### src/hdl/sbks_pkg.sv
package sbks_pkg;

    localparam int CAPACITY   = 16;
    localparam int NUM_STACKS = 4;

    // Slot pointers carry one extra code: CAPACITY itself means null.
    localparam int SLOT_W = $clog2(CAPACITY);
    localparam int PTR_W  = $clog2(CAPACITY + 1);
    localparam int STK_W  = (NUM_STACKS > 1) ? $clog2(NUM_STACKS) : 1;

    localparam int OP_W     = 2;
    localparam int SEL_W    = 2;
    localparam int DATA_W   = 32;
    localparam int STATUS_W = 2;

    localparam logic [PTR_W-1:0] NULL_PTR = PTR_W'(CAPACITY);

    typedef enum logic [OP_W-1:0] {
        OP_PUSH  = 2'd0,
        OP_POP   = 2'd1,
        OP_TOP   = 2'd2,
        OP_EMPTY = 2'd3
    } op_t;

    typedef enum logic [STATUS_W-1:0] {
        ST_OK        = 2'd0,
        ST_OVERFLOW  = 2'd1,
        ST_UNDERFLOW = 2'd2
    } status_t;

    typedef struct packed {
        logic                     fire;
        op_t                      op;
        logic [SEL_W-1:0]         sel;
        logic signed [DATA_W-1:0] value;
    } req_t;

    typedef struct packed {
        logic signed [DATA_W-1:0] data;
        status_t                  status;
        logic                     is_empty;
    } rsp_t;

endpackage

### src/hdl/sbks_store.sv
module sbks_store
    import sbks_pkg::*;
(
    input  logic clk,
    input  logic rst_n,
    input  req_t req,
    output rsp_t rsp
);

    logic [PTR_W-1:0]         stack_head_reg [NUM_STACKS];
    logic [PTR_W-1:0]         slot_link_reg  [CAPACITY];
    logic signed [DATA_W-1:0] slot_data_reg  [CAPACITY];
    logic [PTR_W-1:0]         free_head_reg;

    logic               sel_ok;
    logic [STK_W-1:0]   stk_idx;
    logic [PTR_W-1:0]   head;
    logic               has;
    logic               free_ok;
    logic [SLOT_W-1:0]  head_slot;
    logic [SLOT_W-1:0]  free_slot;
    logic [SLOT_W-1:0]  link_addr;
    logic [PTR_W-1:0]   link_rd;
    logic               do_push;
    logic               do_pop;
    logic [PTR_W-1:0]   head_after;

    assign sel_ok    = 32'(req.sel) < NUM_STACKS;
    assign stk_idx   = STK_W'(req.sel);
    assign head      = stack_head_reg[stk_idx];
    assign has       = head < NULL_PTR;
    assign free_ok   = free_head_reg < NULL_PTR;
    assign head_slot = head[SLOT_W-1:0];
    assign free_slot = free_head_reg[SLOT_W-1:0];

    // A push follows the free list, a pop follows the stack, so one link port is enough.
    assign link_addr = (req.op == OP_PUSH) ? free_slot : head_slot;
    assign link_rd   = slot_link_reg[link_addr];

    assign do_push = sel_ok && (req.op == OP_PUSH) && free_ok;
    assign do_pop  = sel_ok && (req.op == OP_POP) && has;

    always_comb
    begin
        head_after = head;
        if (do_push)
        begin
            head_after = free_head_reg;
        end
        else if (do_pop)
        begin
            head_after = link_rd;
        end
    end

    always_comb
    begin
        rsp.data     = '0;
        rsp.status   = ST_OK;
        rsp.is_empty = !sel_ok || !(head_after < NULL_PTR);
        unique case (req.op) inside
            OP_PUSH:
            begin
                if (!sel_ok || !free_ok)
                begin
                    rsp.status = ST_OVERFLOW;
                end
            end
            OP_POP, OP_TOP:
            begin
                if (!sel_ok || !has)
                begin
                    rsp.status = ST_UNDERFLOW;
                    rsp.data   = '1;
                end
                else
                begin
                    rsp.data = slot_data_reg[head_slot];
                end
            end
            default:
            begin
                rsp.data = '0;
            end
        endcase
    end

    always_ff @(posedge clk or negedge rst_n)
    begin
        if (!rst_n)
        begin
            for (int i = 0; i < CAPACITY; i++)
            begin
                slot_link_reg[i] <= PTR_W'(i + 1);
            end
            for (int s = 0; s < NUM_STACKS; s++)
            begin
                stack_head_reg[s] <= NULL_PTR;
            end
            free_head_reg <= '0;
        end
        else if (req.fire)
        begin
            if (do_push)
            begin
                free_head_reg           <= link_rd;
                slot_link_reg[free_slot] <= has ? head : NULL_PTR;
                stack_head_reg[stk_idx] <= free_head_reg;
            end
            else if (do_pop)
            begin
                stack_head_reg[stk_idx] <= link_rd;
                slot_link_reg[head_slot] <= free_head_reg;
                free_head_reg           <= head;
            end
        end
    end

    always_ff @(posedge clk)
    begin
        if (req.fire && do_push)
        begin
            slot_data_reg[free_slot] <= req.value;
        end
    end

endmodule

### src/hdl/shared_buffer_k_stacks.sv
// Channel   Direction  Handshake          Payload
// s_axis    in         s_tvalid/s_tready  s_tdata: operation, stack_sel, value
// m_axis    out        m_tvalid/m_tready  m_tdata: data_out, status, is_empty
//
// One word in, one word out; a taken word sits in the input register, then moves to
// the result register, from which it leaves on the output channel.
// A new word is taken every cycle while the output side keeps up: the stack and
// free-list update is combinational between the input and result registers.
// After reset all stacks are empty and every slot sits on the free list.
// When the result register is stalled, one more word waits in the input register.
module shared_buffer_k_stacks
    import sbks_pkg::*;
(
    input  logic        clk,
    input  logic        rst_n,
    input  logic        s_tvalid,
    output logic        s_tready,
    input  logic [39:0] s_tdata,   // operation[1:0], stack_sel[3:2], value[35:4], zero pad
    output logic        m_tvalid,
    input  logic        m_tready,
    output logic [39:0] m_tdata    // data_out[31:0], status[33:32], is_empty[34], zero pad
);

    logic                     in_v_reg;
    logic                     in_v_next;
    op_t                      op_reg;
    logic [SEL_W-1:0]         sel_reg;
    logic signed [DATA_W-1:0] value_reg;

    logic                     out_v_reg;
    logic                     out_v_next;
    logic signed [DATA_W-1:0] data_reg;
    status_t                  status_reg;
    logic                     empty_reg;

    logic advance;
    logic take;
    req_t req;
    rsp_t rsp;

    assign advance  = in_v_reg && (!out_v_reg || m_tready);
    assign s_tready = !in_v_reg || advance;
    assign take     = s_tvalid && s_tready;

    assign in_v_next  = take || (in_v_reg && !advance);
    assign out_v_next = advance || (out_v_reg && !m_tready);

    assign req.fire  = advance;
    assign req.op    = op_reg;
    assign req.sel   = sel_reg;
    assign req.value = value_reg;

    sbks_store u_store
    (
        .clk   (clk),
        .rst_n (rst_n),
        .req   (req),
        .rsp   (rsp)
    );

    always_ff @(posedge clk or negedge rst_n)
    begin
        if (!rst_n)
        begin
            in_v_reg  <= 1'b0;
            out_v_reg <= 1'b0;
        end
        else
        begin
            in_v_reg  <= in_v_next;
            out_v_reg <= out_v_next;
        end
    end

    always_ff @(posedge clk)
    begin
        if (take)
        begin
            op_reg    <= op_t'(s_tdata[1:0]);
            sel_reg   <= s_tdata[3:2];
            value_reg <= s_tdata[35:4];
        end
        if (advance)
        begin
            data_reg   <= rsp.data;
            status_reg <= rsp.status;
            empty_reg  <= rsp.is_empty;
        end
    end

    assign m_tvalid = out_v_reg;
    assign m_tdata  = {5'b0, empty_reg, status_reg, data_reg};

    a_result_follows : assert property (@(posedge clk) disable iff (!rst_n)
        advance |=> out_v_reg)
        else $error("processed word did not reach the result register");

    a_underflow_shape : assert property (@(posedge clk) disable iff (!rst_n)
        (m_tvalid && status_reg == ST_UNDERFLOW) |-> (data_reg == '1 && empty_reg))
        else $error("underflow result must carry -1 and an empty stack");

    a_stall_only_full : assert property (@(posedge clk) disable iff (!rst_n)
        !s_tready |-> (in_v_reg && out_v_reg && !m_tready))
        else $error("input stalled while a register was free");

    a_overflow_no_data : assert property (@(posedge clk) disable iff (!rst_n)
        (m_tvalid && status_reg == ST_OVERFLOW) |-> (data_reg == '0))
        else $error("overflow result must carry zero data");

endmodule

### config.mk
export PLATFORM = sky130hd
export DESIGN_NAME = shared_buffer_k_stacks
export DESIGN_NICKNAME = d
export VERILOG_FILES = /design/src/hdl/sbks_pkg.sv /design/src/hdl/sbks_store.sv /design/src/hdl/shared_buffer_k_stacks.sv
export SDC_FILE = /design/constraint.sdc
export NUM_CORES = 1
export LEC_CHECK = 0
export ABC_AREA = 1
export BUFFER_PORTS_ARGS = -buffer_cell sky130_fd_sc_hd__buf_4
export CAP_MARGIN = 20
export CORE_ASPECT_RATIO = 0.6
export CORE_MARGIN = 5
export CORE_UTILIZATION = 55
export CTS_BUF_LIST = sky130_fd_sc_hd__clkbuf_8
export DETAILED_ROUTE_END_ITERATION = 6
export MAX_ROUTING_LAYER = met4
export PLACE_DENSITY_LB_ADDON = 0.3
export SETUP_SLACK_MARGIN = 0.3
export SYNTH_ARGS = -nofsm -noshare
export SYNTH_HDL_FRONTEND = slang
export SYNTH_SLANG_ARGS = --single-unit
### constraint.sdc
create_clock -name clk -period 4 [get_ports clk]
set_input_delay 1.2 -clock clk [delete_from_list [all_inputs] [get_ports clk]]
set_output_delay 1.2 -clock clk [all_outputs]
set_load 0.05 [all_outputs]
==> results.py <==
metrics = {
    "power": {
        "power_mw": 20.39,
        "p_per_area_nw_per_um2": 639.8,
        "ir_drop_v": 0.0003484,
        "p_leak_nw": 11.92,
    },
    "synthesis": {
        "synth_cell_types": 33,
        "netlist.area_leader.share_pct": 62.06,
        "yosysSeqAreaShare_pct": 71.72,
        "async_reset_ff_share_pct": 15.51,
        "synthFlopType": "edfxtp_1",
        "synth_common_cells": "nand2_1 (950), edfxtp_1 (583), nand4_1 (144)",
        "synth-seq-cells": 690,
        "yosysMostFrequentCell": "nand2_1",
        "syn-cell-area_um2": 28210,
        "synth_top_cell_by_area": "edfxtp_1",
        "synth-edff-count": 583,
        "yosysWarnings": 0,
        "syn-instance-count": 2500,
        "yosys-top-cells-area": "edfxtp_1 (62%), nand2_1 (13%), dfrtp_1 (6.2%)",
        "avgSynthCellArea_um2": 11.28,
    },
    "global_route": {
        "track_usage_pct": 28.08,
        "overflow": 0,
        "grt_pass1_wl_mm": 114.8,
        "antenna_found_initial": 0,
        "grt_pass1_vias": 18987,
        "grt_max_degree": 57,
    },
    "clock_tree": {
        "path_clk_slew_ns": 0.07,
        "cts_root_buffer": "clkbuf_8",
        "post_cts_buffers": 0,
        "htreeDepth": 3,
        "cts_tree": "done",
        "cts_resized": 0,
        "insertion_delay_ns": 0.67,
        "cts.sinks": 690,
        "holdBufCountCts": 0,
        "cts_buffers": 97,
        "clock_path_buffers": 3,
    },
    "sta": {
        "setup_slack_ns": 0.6574,
        "tightest_slew_ns": 0.9307,
        "drv_slew": 0,
        "rsz0062_at_grt": "no",
        "hold_violations": 0,
        "setup_tns_ns": 0,
        "fmax_mhz": 299.2,
        "setup_viol": 0,
        "relSlewSlack_pct": 37.74,
        "finalClockSkew_ns": 0.03773,
        "min_period_ns": 3.343,
        "holdWs_ns": 0.4727,
        "period_share_pct": 83.57,
    },
    "setup_path": {
        "start_kind": "register",
        "cp-end-kind": "register",
        "cp.arrival_ns": 3.61,
        "crit_type": "register to register",
        "path_max_fanout": 32,
        "cp.required_ns": 4.26,
    },
    "floorplanning": {
        "dieArea_um2": 56070,
        "start_util_pct": 55.47,
        "coreArea_um2": 50850,
        "num_io_pins": 86,
        "num_rows": 64,
        "die_x_um": 302.4,
        "die_y_um": 185.4,
    },
    "place": {
        "place_ws_ns": 0.7417,
        "gp_congestion": 0.9699,
        "portBuffers": 76,
        "post_dp_cell_area_um2": 29900,
        "dpl.hpwl_mm": 43.76,
        "place_inst": 3214,
    },
    "route": {
        "drt-pass1-iter-count": 7,
        "drt_iter0_markers": 2114,
        "drc": 1,
        "viasPerCell": 5.734,
        "vias": 19449,
        "final_antenna_net_count": 0,
        "wl_per_cell_um": 22.37,
        "wl_mm": 75.89,
    },
    "finish": {
        "areaGrowthSynthToFinish_pct": 12.98,
        "n_antenna_cell": 0,
        "largest_reg_flops": 512,
        "finish.utilization_pct": 62.67,
        "design_area_um2": 31870,
        "final_cells": 3392,
        "nets": 2667,
        "drive_gt1_share_pct": 13.56,
        "nFillCells": 3883,
    },
    "run": {
        "drv_cap": 0,
    },
    "status": {
        "failed_checks": "DRC",
        "status": "complete, but fails checks",
    },
    "hold_path": {
        "hold_path_class": "register to register",
    },
}
report_power, final:
group | switching [mW] | leakage (nW) | internal (mW)
clock | 2.68 | 1.05 | 2.91
sequential | 0.312 | 6.51 | 8.60
combinational | 4.28 | 4.36 | 1.60
total | 7.27 | 11.9 | 13.1
final timing paths:
path                                      startpoint                           end  slack (ns)  cells past startpoint
setup / recovery                           op_reg[0]  u_store.slot_data_reg[8][19]        0.66                     13
min in group asynchronous                      rst_n     u_store.slot_link_reg[42]        0.54                      1
hold reg to reg            u_store.slot_link_reg[45]     u_store.slot_link_reg[45]        0.47                      2
setup reg to reg                           op_reg[0]  u_store.slot_data_reg[8][19]        0.66                     13
hold / removal             u_store.slot_link_reg[45]     u_store.slot_link_reg[45]        0.47                      2
max in group asynchronous                      rst_n     u_store.slot_link_reg[46]        2.58                      2
metal layers:
metal | GRT usage [%] | routed length [µm]
met5 | - | 0
met4 | 6.218 | 1309
met3 | 7.755 | 8443
met2 | 40.24 | 33250
met1 | 40.74 | 32890
layout by cell type (no fill, tap or decap), types with 3 or more instances in the layout:
cell type | synthesis | routed
clkinv_2 | 0 | 12
inv_4 | 1 | 3
o21ai_0 | 18 | 17
ha_1 | 3 | 3
nand3_1 | 123 | 123
edfxtp_1 | 583 | 583
bufinv_16 | 0 | 8
o21ai_1 | 42 | 43
nand3b_1 | 7 | 7
a21oi_4 | 5 | 5
nor2_8 | 3 | 3
nor2_4 | 1 | 20
nand2_1 | 950 | 948
inv_2 | 15 | 16
nor2_1 | 109 | 93
inv_1 | 116 | 125
a22oi_1 | 19 | 19
o22ai_1 | 72 | 72
nor2_2 | 7 | 4
conb_1 | 1 | 5
clkinv_1 | 3 | 39
dfrtp_1 | 70 | 70
buf_4 | 7 | 122
buf_12 | 0 | 12
nand2_2 | 7 | 9
a21oi_1 | 40 | 40
clkbuf_8 | 0 | 102
nand4_1 | 144 | 144
dfstp_2 | 37 | 37
worst max-delay path, stage by stage, from the launching register on:
cell,delay (ns)
edfxtp_1,0.42
inv_1,0.08
ha_1,0.32
inv_2,0.14
nor2_1,0.17
inv_2,0.16
nor2_2,0.29
inv_1,0.13
nor2_2,0.18
inv_1,0.12
nor2_1,0.14
inv_2,0.12
nor2_4,0.09
buf_4,0.55
layout make-up:
class	instances	area [µm²]	area share (%)
flip-flops and latches	690	20230	63.48
repair buffers	134	1156	3.628
multi-input cells	1562	7137	22.39
clock buffers	102	1404	4.405
clock inverters	76	560.5	1.759
well taps	693	867.1	2.721
inverters	135	514.2	1.614
cell families (layout without fill, tap and decap cells):
| kind of cell | after synthesis | after routing | share of synthesized area (%) |
|---|---|---|---|
| flip-flops | 690 | 690 | 71.72 |
| AND/OR/NAND/NOR | 1355 | 1355 | 20.35 |
| adder cells (fa/ha/maj) | 3 | 3 | 0.1331 |
| AO/OA/AOI/OAI | 199 | 199 | 4.258 |
| buffers and inverters | 252 | 447 | 3.531 |
| other | 1 | 5 | 0.01329 |
Note: power is estimated with default switching activity, not from simulation.
